--- config.mk ---
export PLATFORM = sky130hd
export DESIGN_NAME = dotted_quad_ipv4_parser_core
export DESIGN_NICKNAME = d
export VERILOG_FILES = /design/src/rtl/dqip_pkg.sv /design/src/rtl/dqip_in_reg.sv /design/src/rtl/dqip_step.sv /design/src/rtl/dotted_quad_ipv4_parser_core.sv
export SDC_FILE = /design/constraint.sdc
export NUM_CORES = 1
export LEC_CHECK = 0
export ABC_AREA = 1
export BUFFER_PORTS_ARGS = -buffer_cell sky130_fd_sc_hd__buf_2
export CORE_MARGIN = 5
export CORE_UTILIZATION = 40
export DETAILED_ROUTE_END_ITERATION = 6
export PLACE_DENSITY = 0.66
export SETUP_SLACK_MARGIN = 0.5
export SLEW_MARGIN = 20
export SYNTH_ARGS = -nofsm -noshare
export SYNTH_HDL_FRONTEND = slang
export SYNTH_SLANG_ARGS = --single-unit
--- constraint.sdc ---
create_clock -name clk_i -period 3.1 [get_ports clk_i]
set_input_delay 0.155 -clock clk_i [delete_from_list [all_inputs] [get_ports clk_i]]
set_output_delay 0.155 -clock clk_i [all_outputs]
set_load 0.005 [all_outputs]
--- src/rtl/dqip_pkg.sv ---
`timescale 1ns / 1ps
// Shared types and constants for the dotted-quad IPv4 text parser.
// No dependencies; every other file in rtl/ refers to this package by scoped name.
package dqip_pkg;

  localparam logic [7:0] CharDot   = 8'h2E;
  localparam logic [7:0] CharPlus  = 8'h2B;
  localparam logic [7:0] CharMinus = 8'h2D;
  localparam logic [7:0] CharSpace = 8'h20;
  localparam logic [7:0] CharTab   = 8'h09;
  localparam logic [7:0] CharCr    = 8'h0D;
  localparam logic [7:0] CharZero  = 8'h30;
  localparam logic [7:0] CharNine  = 8'h39;

  localparam logic [8:0] SegSat     = 9'd256;
  localparam logic [8:0] OctetMax   = 9'd255;
  localparam logic [2:0] OctetCount = 3'd4;

  typedef enum logic [1:0] {
    PhSpace,
    PhDigits,
    PhStop
  } phase_e;

  typedef struct packed {
    logic [2:0]  octets_done;
    logic        error_seen;
    logic [23:0] octets_so_far;
    logic [8:0]  segment_value;
    logic        segment_nonempty;
    phase_e      number_phase;
    logic        segment_negative;
  } state_t;

  localparam state_t StateReset = '{
    octets_done:      3'd0,
    error_seen:       1'b0,
    octets_so_far:    24'd0,
    segment_value:    9'd0,
    segment_nonempty: 1'b0,
    number_phase:     PhSpace,
    segment_negative: 1'b0
  };

  typedef struct packed {
    logic [7:0] character;
    logic       last;
  } in_item_t;

  typedef struct packed {
    logic        ok;
    logic [31:0] address;
  } out_item_t;

endpackage

--- src/rtl/dqip_in_reg.sv ---
`timescale 1ns / 1ps
// Input register stage of the dotted-quad IPv4 parser.
// Depends on dqip_pkg for the input transaction type.
module dqip_in_reg (
  input  logic             clk_i,
  input  logic             rst_ni,
  input  logic             in_valid_i,
  output logic             in_stall_o,
  input  dqip_pkg::in_item_t in_data_i,
  input  logic             advance_i,
  output logic             held_valid_o,
  output dqip_pkg::in_item_t held_data_o
);

  logic               vld_q, vld_d;
  dqip_pkg::in_item_t data_q;
  logic               take;

  // Hold the current transaction until the core consumes it.
  assign in_stall_o = vld_q && !advance_i;
  assign take       = in_valid_i && !in_stall_o;

  always_comb begin
    vld_d = vld_q;
    if (take) begin
      vld_d = 1'b1;
    end else if (advance_i) begin
      vld_d = 1'b0;
    end
  end

  always_ff @(posedge clk_i or negedge rst_ni) begin
    if (!rst_ni) begin
      vld_q <= 1'b0;
    end else begin
      vld_q <= vld_d;
    end
  end

  always_ff @(posedge clk_i) begin
    if (take) begin
      data_q <= in_data_i;
    end
  end

  assign held_valid_o = vld_q;
  assign held_data_o  = data_q;

endmodule

--- src/rtl/dqip_step.sv ---
`timescale 1ns / 1ps
// Next-state logic for one character of the dotted-quad IPv4 parser.
// Depends on dqip_pkg for the parser state type and character constants.
module dqip_step (
  input  dqip_pkg::state_t st_i,
  input  logic [7:0]       char_i,
  input  logic             last_i,
  output dqip_pkg::state_t st_o,
  output logic             done_o,
  output logic [31:0]      addr_o
);

  logic             is_dot;
  logic             is_digit;
  logic             is_space;
  logic             is_sign;
  logic [11:0]      acc;
  logic [8:0]       acc_sat;
  dqip_pkg::state_t nx;

  assign is_dot   = (char_i == dqip_pkg::CharDot);
  assign is_digit = (char_i >= dqip_pkg::CharZero) && (char_i <= dqip_pkg::CharNine);
  assign is_space = (char_i == dqip_pkg::CharSpace) ||
                    ((char_i >= dqip_pkg::CharTab) && (char_i <= dqip_pkg::CharCr));
  assign is_sign  = (char_i == dqip_pkg::CharPlus) || (char_i == dqip_pkg::CharMinus);

  // Multiply-by-ten accumulate; the digit is the low nibble of its code.
  assign acc     = 12'(st_i.segment_value) * 12'd10 + 12'(char_i[3:0]);
  assign acc_sat = (acc > 12'(dqip_pkg::SegSat)) ? dqip_pkg::SegSat : acc[8:0];

  always_comb begin
    nx     = st_i;
    done_o = 1'b0;
    addr_o = 32'd0;
    if (!st_i.error_seen) begin
      if (st_i.octets_done >= dqip_pkg::OctetCount) begin
        nx.error_seen = 1'b1;
      end else begin
        if (!is_dot) begin
          nx.segment_nonempty = 1'b1;
          case (st_i.number_phase)
            dqip_pkg::PhSpace: begin
              if (is_space) begin
                nx.number_phase = dqip_pkg::PhSpace;
              end else if (is_sign) begin
                nx.segment_negative = (char_i == dqip_pkg::CharMinus);
                nx.number_phase     = dqip_pkg::PhDigits;
              end else if (is_digit) begin
                nx.segment_value = acc_sat;
                nx.number_phase  = dqip_pkg::PhDigits;
              end else begin
                nx.number_phase = dqip_pkg::PhStop;
              end
            end
            dqip_pkg::PhDigits: begin
              if (is_digit) begin
                nx.segment_value = acc_sat;
              end else begin
                nx.number_phase = dqip_pkg::PhStop;
              end
            end
            dqip_pkg::PhStop: begin
              nx.number_phase = dqip_pkg::PhStop;
            end
            default: begin
              nx.number_phase = dqip_pkg::PhStop;
            end
          endcase
        end
        if (is_dot || last_i) begin
          if (!nx.segment_nonempty || (nx.segment_value > dqip_pkg::OctetMax) ||
              (nx.segment_negative && (nx.segment_value != 9'd0))) begin
            nx.error_seen = 1'b1;
          end else if (st_i.octets_done < (dqip_pkg::OctetCount - 3'd1)) begin
            nx.octets_so_far = {st_i.octets_so_far[15:0], nx.segment_value[7:0]};
            nx.octets_done   = st_i.octets_done + 3'd1;
          end else begin
            addr_o         = {st_i.octets_so_far, nx.segment_value[7:0]};
            nx.octets_done = st_i.octets_done + 3'd1;
            done_o         = 1'b1;
          end
          nx.segment_value    = 9'd0;
          nx.segment_nonempty = 1'b0;
          nx.number_phase     = dqip_pkg::PhSpace;
          nx.segment_negative = 1'b0;
        end
      end
    end
    // The end of a string always returns the parser to its idle state.
    st_o = last_i ? dqip_pkg::StateReset : nx;
  end

endmodule

--- src/rtl/dotted_quad_ipv4_parser_core.sv ---
`timescale 1ns / 1ps
// Top level of the dotted-quad IPv4 text parser: input register, parser state,
// result register. Depends on dqip_pkg, dqip_in_reg and dqip_step.
//
//   channel | direction | payload              | handshake
//   --------+-----------+----------------------+------------------------------
//   in      | input     | character[7:0], last | in_valid_i / in_stall_o
//   out     | output    | ok, address[31:0]    | out_valid_o / out_stall_i
//
// One character per cycle, unless a final character waits on a stalled, full result
// register. A character is first held in the input register; its parser update and
// any result are then registered into the parser state and the result register.
// Reset (rst_ni low) empties both registers and returns the parser to idle.
// Only a final character waits on a stalled, full result register; other
// characters keep flowing under an output stall.
module dotted_quad_ipv4_parser_core (
  input  logic                clk_i,
  input  logic                rst_ni,
  input  logic                in_valid_i,
  output logic                in_stall_o,
  input  dqip_pkg::in_item_t  in_data_i,
  output logic                out_valid_o,
  input  logic                out_stall_i,
  output dqip_pkg::out_item_t out_data_o
);

  logic                held_valid;
  dqip_pkg::in_item_t  held_data;
  logic                advance;
  logic                emit;
  dqip_pkg::state_t    st_q, st_d;
  logic                done;
  logic [31:0]         addr;
  logic                out_vld_q, out_vld_d;
  dqip_pkg::out_item_t out_q;

  // Input register: holds one transaction until the parser consumes it.
  dqip_in_reg u_in_reg (
    .clk_i        (clk_i),
    .rst_ni       (rst_ni),
    .in_valid_i   (in_valid_i),
    .in_stall_o   (in_stall_o),
    .in_data_i    (in_data_i),
    .advance_i    (advance),
    .held_valid_o (held_valid),
    .held_data_o  (held_data)
  );

  // Per-character parser update.
  dqip_step u_step (
    .st_i   (st_q),
    .char_i (held_data.character),
    .last_i (held_data.last),
    .st_o   (st_d),
    .done_o (done),
    .addr_o (addr)
  );

  // Advance whenever there is a character, unless it produces a result and the
  // result register is full and stalled.
  assign advance = held_valid && (!held_data.last || !out_vld_q || !out_stall_i);
  assign emit    = advance && held_data.last;

  always_comb begin
    out_vld_d = out_vld_q;
    if (emit) begin
      out_vld_d = 1'b1;
    end else if (!out_stall_i) begin
      out_vld_d = 1'b0;
    end
  end

  always_ff @(posedge clk_i or negedge rst_ni) begin
    if (!rst_ni) begin
      st_q      <= dqip_pkg::StateReset;
      out_vld_q <= 1'b0;
    end else begin
      if (advance) begin
        st_q <= st_d;
      end
      out_vld_q <= out_vld_d;
    end
  end

  // Result payload: the address reads as zero unless the string parsed cleanly.
  always_ff @(posedge clk_i) begin
    if (emit) begin
      out_q.ok      <= done;
      out_q.address <= done ? addr : 32'd0;
    end
  end

  assign out_valid_o = out_vld_q;
  assign out_data_o  = out_q;

  // The octet count never exceeds four.
  assert property (@(posedge clk_i) disable iff (!rst_ni)
    st_q.octets_done <= dqip_pkg::OctetCount)
    else $error("octet count beyond four");

  // A consumed final character leaves the parser idle.
  assert property (@(posedge clk_i) disable iff (!rst_ni)
    emit |=> (st_q == dqip_pkg::StateReset))
    else $error("parser state not cleared after end of string");

  // A failed parse reports a zero address.
  assert property (@(posedge clk_i) disable iff (!rst_ni)
    (out_vld_q && !out_q.ok) |-> (out_q.address == 32'd0))
    else $error("nonzero address on failed parse");

  // A result is never loaded over one that is still stalled.
  assert property (@(posedge clk_i) disable iff (!rst_ni)
    emit |-> (!out_vld_q || !out_stall_i))
    else $error("result register overwritten while stalled");

  // Once an error is seen, the segment collection stays frozen until the end.
  assert property (@(posedge clk_i) disable iff (!rst_ni)
    (st_q.error_seen && advance && !held_data.last) |=>
      (st_q.error_seen && $stable(st_q.octets_done)))
    else $error("parser state moved after an error");

endmodule
==> results by group, run 1 <==
Status
  • Status: finished, violations left
  • Failing checks: setup timing

Worst setup path
  • Worst setup EP type: flip-flop
  • Worst-case reg-to-reg path depth: 24
  • Worst R2R Start: st_q[5]$_DFFE_PN0P_
  • Worst path bufs/invs: 8
  • CP dominant cell by count: buf_4
  • Worst path cell trace: ha_1 -> ha_2 -> inv_2 -> fa_2 -> nor2_4 -> nand2_2 -> nor2_4 -> nand3_2 -> nor2_2 -> nand3_2 -> nand2_4 -> nand2_4 -> nand4_1 -> nand3b_1 -> buf_4 -> buf_4 -> buf_4 -> buf_4 -> buf_4 -> buf_4 -> nand3_1 -> inv_1 -> nand4_1 -> nand2_1
  • CP startpoint kind: flip-flop
  • Critical path fanouts, max: 5
  • Crit path arrival time: 3.96 ns
  • R2r endpoint: st_q[16]$_DFFE_PN0P_
  • Critical path class: flip-flop to flip-flop
  • Crit-path slowest cell: fa_2
  • Critical path's top delay family: simple AND/OR/NAND/NOR gates
  • CP peak stage delay: 0.46 ns
  • R2R Setup Slk: -0.62 ns
  • Critical Path RT: 3.34 ns

Die
  • Die height: 120 um
  • Starting Density: 0.406
  • I/O Pins: 48
  • Core area: 12000 um2
  • DIE AREA: 14400 um2
  • Die X: 120 um
  • Std-Cell Rows: 40

Clock network
  • Clk sinks: 85
  • Clock transition at path regs: 0.07 ns
  • TritonCTS clock tree: built
  • Clock Latency Late Sink: 0.35 ns
  • CTS max path bufs: 2
  • H-tree depth: 3
  • CTS Root Cell: clkbuf_16
  • CTS Buf Count: 9

Final layout
  • Non-filler cells, final: 878
  • # nets final: 760
  • Finished Core Util: 0.537
  • Area delta synth->final: 32.3%
  • # fillers: 1122
  • Design area: 6430 um2
  • Layout cells sized above 1: 0.268
  • Final antenna diode count: 0

Power and ir drop
  • Share of total power in the clock network: 0.339
  • Max VDD drop: 0.269 mV
  • Seq pwr share: 0.375
  • Leak Pwr: 3.04 nW
  • Switching Share: 0.316
  • Combinational power share: 0.286
  • Power Total: 3.36 mW
  • PD cells: 523 nW/um2
  • NetSw: 1.06 mW
  • P_int: 2.30 mW

STA
  • Slew Viols, Final: 0
  • Fin crit share: 1.20
  • Max Clk Rate: 0.269 GHz
  • Setup tns final: -33.58 ns
  • Period minus WS final: 3.72 ns
  • Final setup violation count: 64
  • RSZ-0062 raised after global routing: yes
  • Slew at the pin with the worst max-slew slack: 0.646 ns
  • Clock skew: 0.0129 ns
  • Final worst setup slack: -0.619 ns
  • Final Hold Viols: 0
  • Fin Hold WS: 0.0166 ns
  • Rel. slew slack: 0.568

Hold path
  • Min-delay src: in_valid_i
  • Hold WC Path Type: input pin to flip-flop
  • Hold path depth: 3
  • Hold Path End: u_in_reg.held_valid_o$_DFFE_PN0P_

Drt
  • Initial DRC Count: 252
  • Drt drc: 0
  • DR WL/cell: 14.0 um
  • DR pass1 iterations: 5
  • Vias per inst: 5.06
  • Via count: 4446
  • Antenna-violating nets left: 0
  • Drt total wl: 12.3 mm

Synth
  • Async SR Flop Fraction: 0.506
  • Synthesized instance count: 603
  • Post-Syn Nets: 637
  • Top cells by area, synth: edfxtp_1 26%, dfrtp_1 22%, nand2_1 11%
  • Synth Warn #: 0
  • Top cell type's share of synthesized area: 0.260
  • Register area share after synthesis: 0.481
  • Post-synth cell types: 36
  • Largest area contributor in the netlist: edfxtp_1
  • Most used DFF post-synth: dfrtp_1
  • Post-synth EDFFs: 42
  • Mapped Area: 4860 um2
  • Synth Area per Inst: 8.05 um2
  • Top-count cell post-synth: nand2_1
  • Seq cells post-synth: 85
  • Commonest cells in the netlist: 145 x nand2_1, 92 x nor2_1, 89 x inv_1

Global routing
  • Gr usage total: 0.173
  • Vias in the first global route: 4303
  • Initial antenna violation count: 0
  • GRT overflow: 0
  • First-pass GRT wire length: 20.1 mm
  • Largest net degree at the start of global routing: 44

Placement
  • Inst Count DP: 832
  • Area after DPL: 5610 um2
  • Dpl hpwl: 8.63 mm
  • Port buffer count: 47
  • Setup slack at placement: -0.681 ns
  • Placer Congestion: 0.907

Flow run
  • Max-Cap Viols: 0
[power groups by stage]
stage	sequential [mW]	combinational (mW)	clock (mW)
after floorplan	1.29	0.432	0
after global placement	1.28	0.754	0
after detailed placement	1.28	0.765	0
after CTS	1.26	0.881	1.17
after global routing	1.26	1.06	1.20
final	1.26	0.961	1.14
[layer usage]
metal | GRT usage | wire length [um] | part of all wire | up-vias
met3 | 0.0290 | 429 | 0.035 | 17
met2 | 0.298 | 6250 | 0.51 | 88
met4 | 0.0587 | 184 | 0.015 | 0
met1 | 0.220 | 5430 | 0.44 | 2109
li1 | - | - | - | 2232
met5 | 0 | 0 | 0 | -
[cells by family (layout without fill, tap and decap cells)]
logic type                 count (synthesis)  after routing  share of synthesized area
AOI/OAI and AO/OA                         44             44                     0.0502
xor gates and xnor gates                   2              2                    0.00361
adders and majority gates                 21             21                     0.0572
buffers and inverters                    112            234                     0.0953
DFF                                       85             85                      0.481
and+or+nand+nor                          339            345                      0.312
[worst register-to-register path, cell delays in order, from the launching register on]
cell and delay, ns:
dfrtp_1 0.40, ha_1 0.31, ha_2 0.19, inv_2 0.06
fa_2 0.47, nor2_4 0.14, nand2_2 0.10, nor2_4 0.18
nand3_2 0.11, nor2_2 0.13, nand3_2 0.09, nand2_4 0.10
nand2_4 0.07, nand4_1 0.12, nand3b_1 0.14, buf_4 0.16
buf_4 0.12, buf_4 0.12, buf_4 0.12, buf_4 0.12
buf_4 0.12, nand3_1 0.07, inv_1 0.05, nand4_1 0.08
nand2_1 0.06
[flip-flops by register name, summed over array words and instances (netlist names)]
register               flops
out_data_o                33
u_in_reg.held_valid_o      1
st_q                      41
u_in_reg.held_data_o       9
out_valid_o                1
[cells in the final DEF, fill, tap and decap left out, types with 2 or more instances in the layout]
| cell type | instances |
|---|---|
| inv_1 | 87 |
| ha_1 | 17 |
| nor2_1 | 86 |
| buf_4 | 66 |
| o22ai_2 | 3 |
| clkinvlp_4 | 2 |
| nor2_4 | 5 |
| nand3_1 | 25 |
| a21oi_1 | 11 |
| nand4_1 | 42 |
| nand3b_1 | 6 |
| clkinv_1 | 2 |
| clkbuf_16 | 9 |
| o21ai_0 | 18 |
| inv_6 | 2 |
| dfrtp_1 | 43 |
| buf_2 | 46 |
| nand2_4 | 3 |
| nand3_2 | 11 |
| o22ai_1 | 3 |
| nand2_2 | 19 |
| edfxtp_1 | 42 |
| nand2_1 | 128 |
| nand3_4 | 5 |
| inv_2 | 3 |
| xnor2_1 | 2 |
| o22ai_4 | 2 |
| nor3_1 | 5 |
| dlygate4sd3_1 | 10 |
| ha_2 | 2 |
| buf_8 | 2 |
| nor2_2 | 5 |
[repair_timing]
action | 4_1_cts | 5_1_grt
buffers inserted | 11 | 3
pin swaps | 10 | 30
gates cloned | 6 | 0
setup endpoints to repair | 70 | 71
resized for setup | 27 | 32
hold buffers | 9 | 1
hold endpoints to repair | 9 | 43
[worst max path at each step]
stage                                   start              endpoint  depth (start not counted)
after floorplan           st_q[5]$_DFFE_PN0P_  st_q[24]$_DFFE_PN0P_                         25
after global placement    st_q[7]$_DFFE_PN0P_  st_q[28]$_DFFE_PN0P_                         24
after detailed placement  st_q[7]$_DFFE_PN0P_  st_q[28]$_DFFE_PN0P_                         24
after CTS                 st_q[7]$_DFFE_PN0P_  st_q[38]$_DFFE_PN0P_                         23
after global routing      st_q[5]$_DFFE_PN0P_  st_q[38]$_DFFE_PN0P_                         24
final                     st_q[5]$_DFFE_PN0P_  st_q[16]$_DFFE_PN0P_                         24
[layout make-up]
cell class	instances	area, um2	area share
Clock inverter	7	91.3	0.0142
Inverter	93	353	0.0549
Tap cell	147	184	0.0286
Clock buffer	9	225	0.0350
Timing Repair Buffer	125	876	0.136
Sequential cell	85	2340	0.364
Multi-Input combinational cell	412	2360	0.367
Power figures use the tool's default switching activity.
==> run 2: changes to the inputs <==
Settings changed: CORE_UTILIZATION 40 to 54, HOLD_SLACK_MARGIN from default to 0.08, PLACE_DENSITY 0.66 to 0.83.
==> results by group, run 2 (synthesis results as in run 1) <==
Status
  • Failing checks: DRC, setup timing
  • Status: finished, violations left

Final layout
  • Commonest non-fill, non-tap cell in the layout: nand2_1
  • Finished Core Util: 0.749 (+0.211)
  • # nets final: 779 (+2.5%)
  • Largest register FFs: 41 (unchanged)
  • Largest Register: st_q
  • # fillers: 517 (-54%)
  • Layout cells sized above 1: 0.293 (+0.0252)
  • Area delta synth->final: 35.1%
  • Leading cell types in the layout, fill and taps excluded: 125 x nand2_1, 87 x nor2_1, 86 x inv_1
  • Design area: 6560 um2 (+2.1%)
  • Final antenna diode count: 0 (unchanged)

Hold path
  • Hold WC Path Type: input pin to async pin

STA
  • Rel. slew slack: 0.484 (-0.0837)
  • Final Hold Viols: 0 (unchanged)
  • Final worst setup slack: -0.867 ns (-0.248 ns)
  • Fin Hold WS: 0.212 ns (+0.195 ns)
  • Clock skew: 0.0237 ns (+0.0107 ns)
  • Max Clk Rate: 0.252 GHz (-6.3%)
  • Final setup violation count: 65 (+1.6%)
  • Slew at the pin with the worst max-slew slack: 0.772 ns (+0.126 ns)
  • Slew Viols, Final: 0 (unchanged)
  • RSZ-0062 raised after global routing: yes
  • Fin crit share: 1.28 (+0.0800)
  • Period minus WS final: 3.97 ns (+0.248 ns)

Global routing
  • Largest net degree at the start of global routing: 44 (unchanged)
  • GRT overflow: 0 (unchanged)
  • Vias in the first global route: 4775 (+11%)
  • Gr usage total: 0.251 (+0.0783)
  • First-pass GRT wire length: 22.5 mm (+12%)
  • Initial antenna violation count: 0 (unchanged)

Clock network
  • H-tree depth: 3 (unchanged)
  • CTS max path bufs: 2 (unchanged)
  • Clk sinks: 85 (unchanged)
  • CTS Root Cell: clkbuf_8
  • TritonCTS clock tree: built
  • CTS Buf Count: 9 (unchanged)
  • Clock Latency Late Sink: 0.39 ns (+0.04 ns)
  • Clock transition at path regs: 0.11 ns (+0.04 ns)

Worst setup path
  • Crit path arrival time: 4.23 ns (+0.27 ns)
  • Critical path fanouts, max: 7 (+2)
  • Critical Path RT: 3.36 ns (+0.02 ns)
  • Critical path class: flip-flop to flip-flop
  • CP startpoint kind: flip-flop
  • Worst setup EP type: flip-flop

Drt
  • Antenna-violating nets left: 0 (unchanged)
  • Vias per inst: 6.07 (+20%)
  • Drt drc: 28 (+28)
  • Met2 WL: 7.42 mm (+19%)
  • Highest Signal Layer: met4
  • Drt total wl: 16.0 mm (+30%)
  • DR WL met3: 1.74 mm (+310%)
  • Wl on met1: 5.80 mm (+6.9%)
  • DR pass1 iterations: 7 (+2)
  • DR WL/cell: 18.6 um (+33%)
  • Via count: 5210 (+17%)
  • Initial DRC Count: 855 (+240%)

Placement
  • Port buffer count: 47 (unchanged)
  • Dpl hpwl: 8.09 mm (-6.3%)
  • Area after DPL: 5540 um2 (-1.1%)
  • Placer Congestion: 0.880 (-2.9%)

Power and ir drop
  • PD cells: 491 nW/um2 (-6.2%)
  • Max VDD drop: 0.394 mV (+47%)
  • Leak Pwr: 3.16 nW (+3.9%)
  • Power Total: 3.22 mW (-4.2%)

Die
  • I/O Pins: 48 (unchanged)
  • Die height: 105 um (-13%)
  • Core area: 8760 um2 (-27%)
  • Die X: 105 um (-13%)
  • Std-Cell Rows: 34 (-15%)
  • DIE AREA: 11000 um2 (-24%)
  • Starting Density: 0.554 (+0.148)

Flow run
  • Max-Cap Viols: 0 (unchanged)
[run 2: cell count changes in the layout (fill, tap and decap cells not counted), sizes merged]
cell         change
buf             +13
dlygate4sd3      +3
clkbuf           +2
bufinv           -1
clkinv           +1
clkinvlp         -1
inv              +1
nand2            +1
[run 2: worst paths after layout]
kind                                           start                                end  slack, ns  cells past startpoint
worst min register to register  st_q[23]$_DFFE_PN0P_               st_q[23]$_DFFE_PN0P_       0.49                      2
max in group asynchronous                     rst_ni  u_in_reg.held_valid_o$_DFFE_PN0P_       2.38                      3
min in group clk_i                      in_data_i[7]  u_in_reg.held_data_o[7]$_DFFE_PP_       0.48                      2
worst max-delay path             st_q[7]$_DFFE_PN0P_               st_q[20]$_DFFE_PN0P_      -0.87                     24
worst max register to register   st_q[7]$_DFFE_PN0P_               st_q[20]$_DFFE_PN0P_      -0.87                     24
worst min-delay path                          rst_ni               st_q[15]$_DFFE_PN0P_       0.21                      2
[run 2: power by group]
| group | switching, mW | total, mW | internal (mW) |
|---|---|---|---|
| Clock | 0.489 | 0.809 | 0.320 |
| Combinational | 0.648 | 1.15 | 0.499 |
| Sequential | 0.0319 | 1.26 | 1.23 |
[run 2: critical path, stage by stage, from the launching register on]
cell and delay (ns):
dfrtp_1 0.42, ha_1 0.31, ha_2 0.18, inv_2 0.05, fa_2 0.45, nor2_4 0.17
buf_4 0.15, nand3b_1 0.14, nand2_2 0.13, nand2_1 0.10, nor2_4 0.13, nor2_4 0.06
nor2_4 0.14, nand4_1 0.14, nand3b_1 0.20, nand2_2 0.09, nand2_1 0.08, nor2_1 0.05
nand2_1 0.09, nand2_2 0.09, nand2_4 0.16, nand2_8 0.11, buf_12 0.18, nand4_1 0.12
nand2_1 0.11
[run 2: metal layers]
layer  track usage  up-vias
li1              -     2274
met1         0.307     2398
met2         0.412      411
met3        0.0771      127
met4         0.104        0
met5             0        -
[run 2: cell type report]
type	count	area [um2]	area share
Clock buffer	9	124	0.0189
Clock inverter	7	76.3	0.0116
Inverter	93	353	0.0538
Multi-Input combinational cell	413	2420	0.369
Sequential cell	85	2340	0.356
Tap cell	108	135	0.0206
Timing Repair Buffer	143	1120	0.170
[run 2: through the flow]
stage / setup TNS [ns] / cells / worst slack [ns]
2_1_floorplan: -11.03 / 603 / -0.248
3_3_place_gp: -20.76 / 788 / -0.452
3_5_place_dp: -26.11 / 788 / -0.569
4_1_cts: -22.47 / 847 / -0.430
5_1_grt: -58.06 / 858 / -1.00
6_report: -48.29 / 858 / -0.867
[run 2: what timing repair did]
| item | CTS | global route |
|---|---|---|
| endpoints found under the setup margin | 70 | 71 |
| pin swaps | 21 | 42 |
| resized for setup | 31 | 42 |
| hold buffers | 13 | 0 |
| setup buffers | 23 | 7 |
| hold endpoints to repair | 54 | 0 |
| cloned | 7 | 3 |
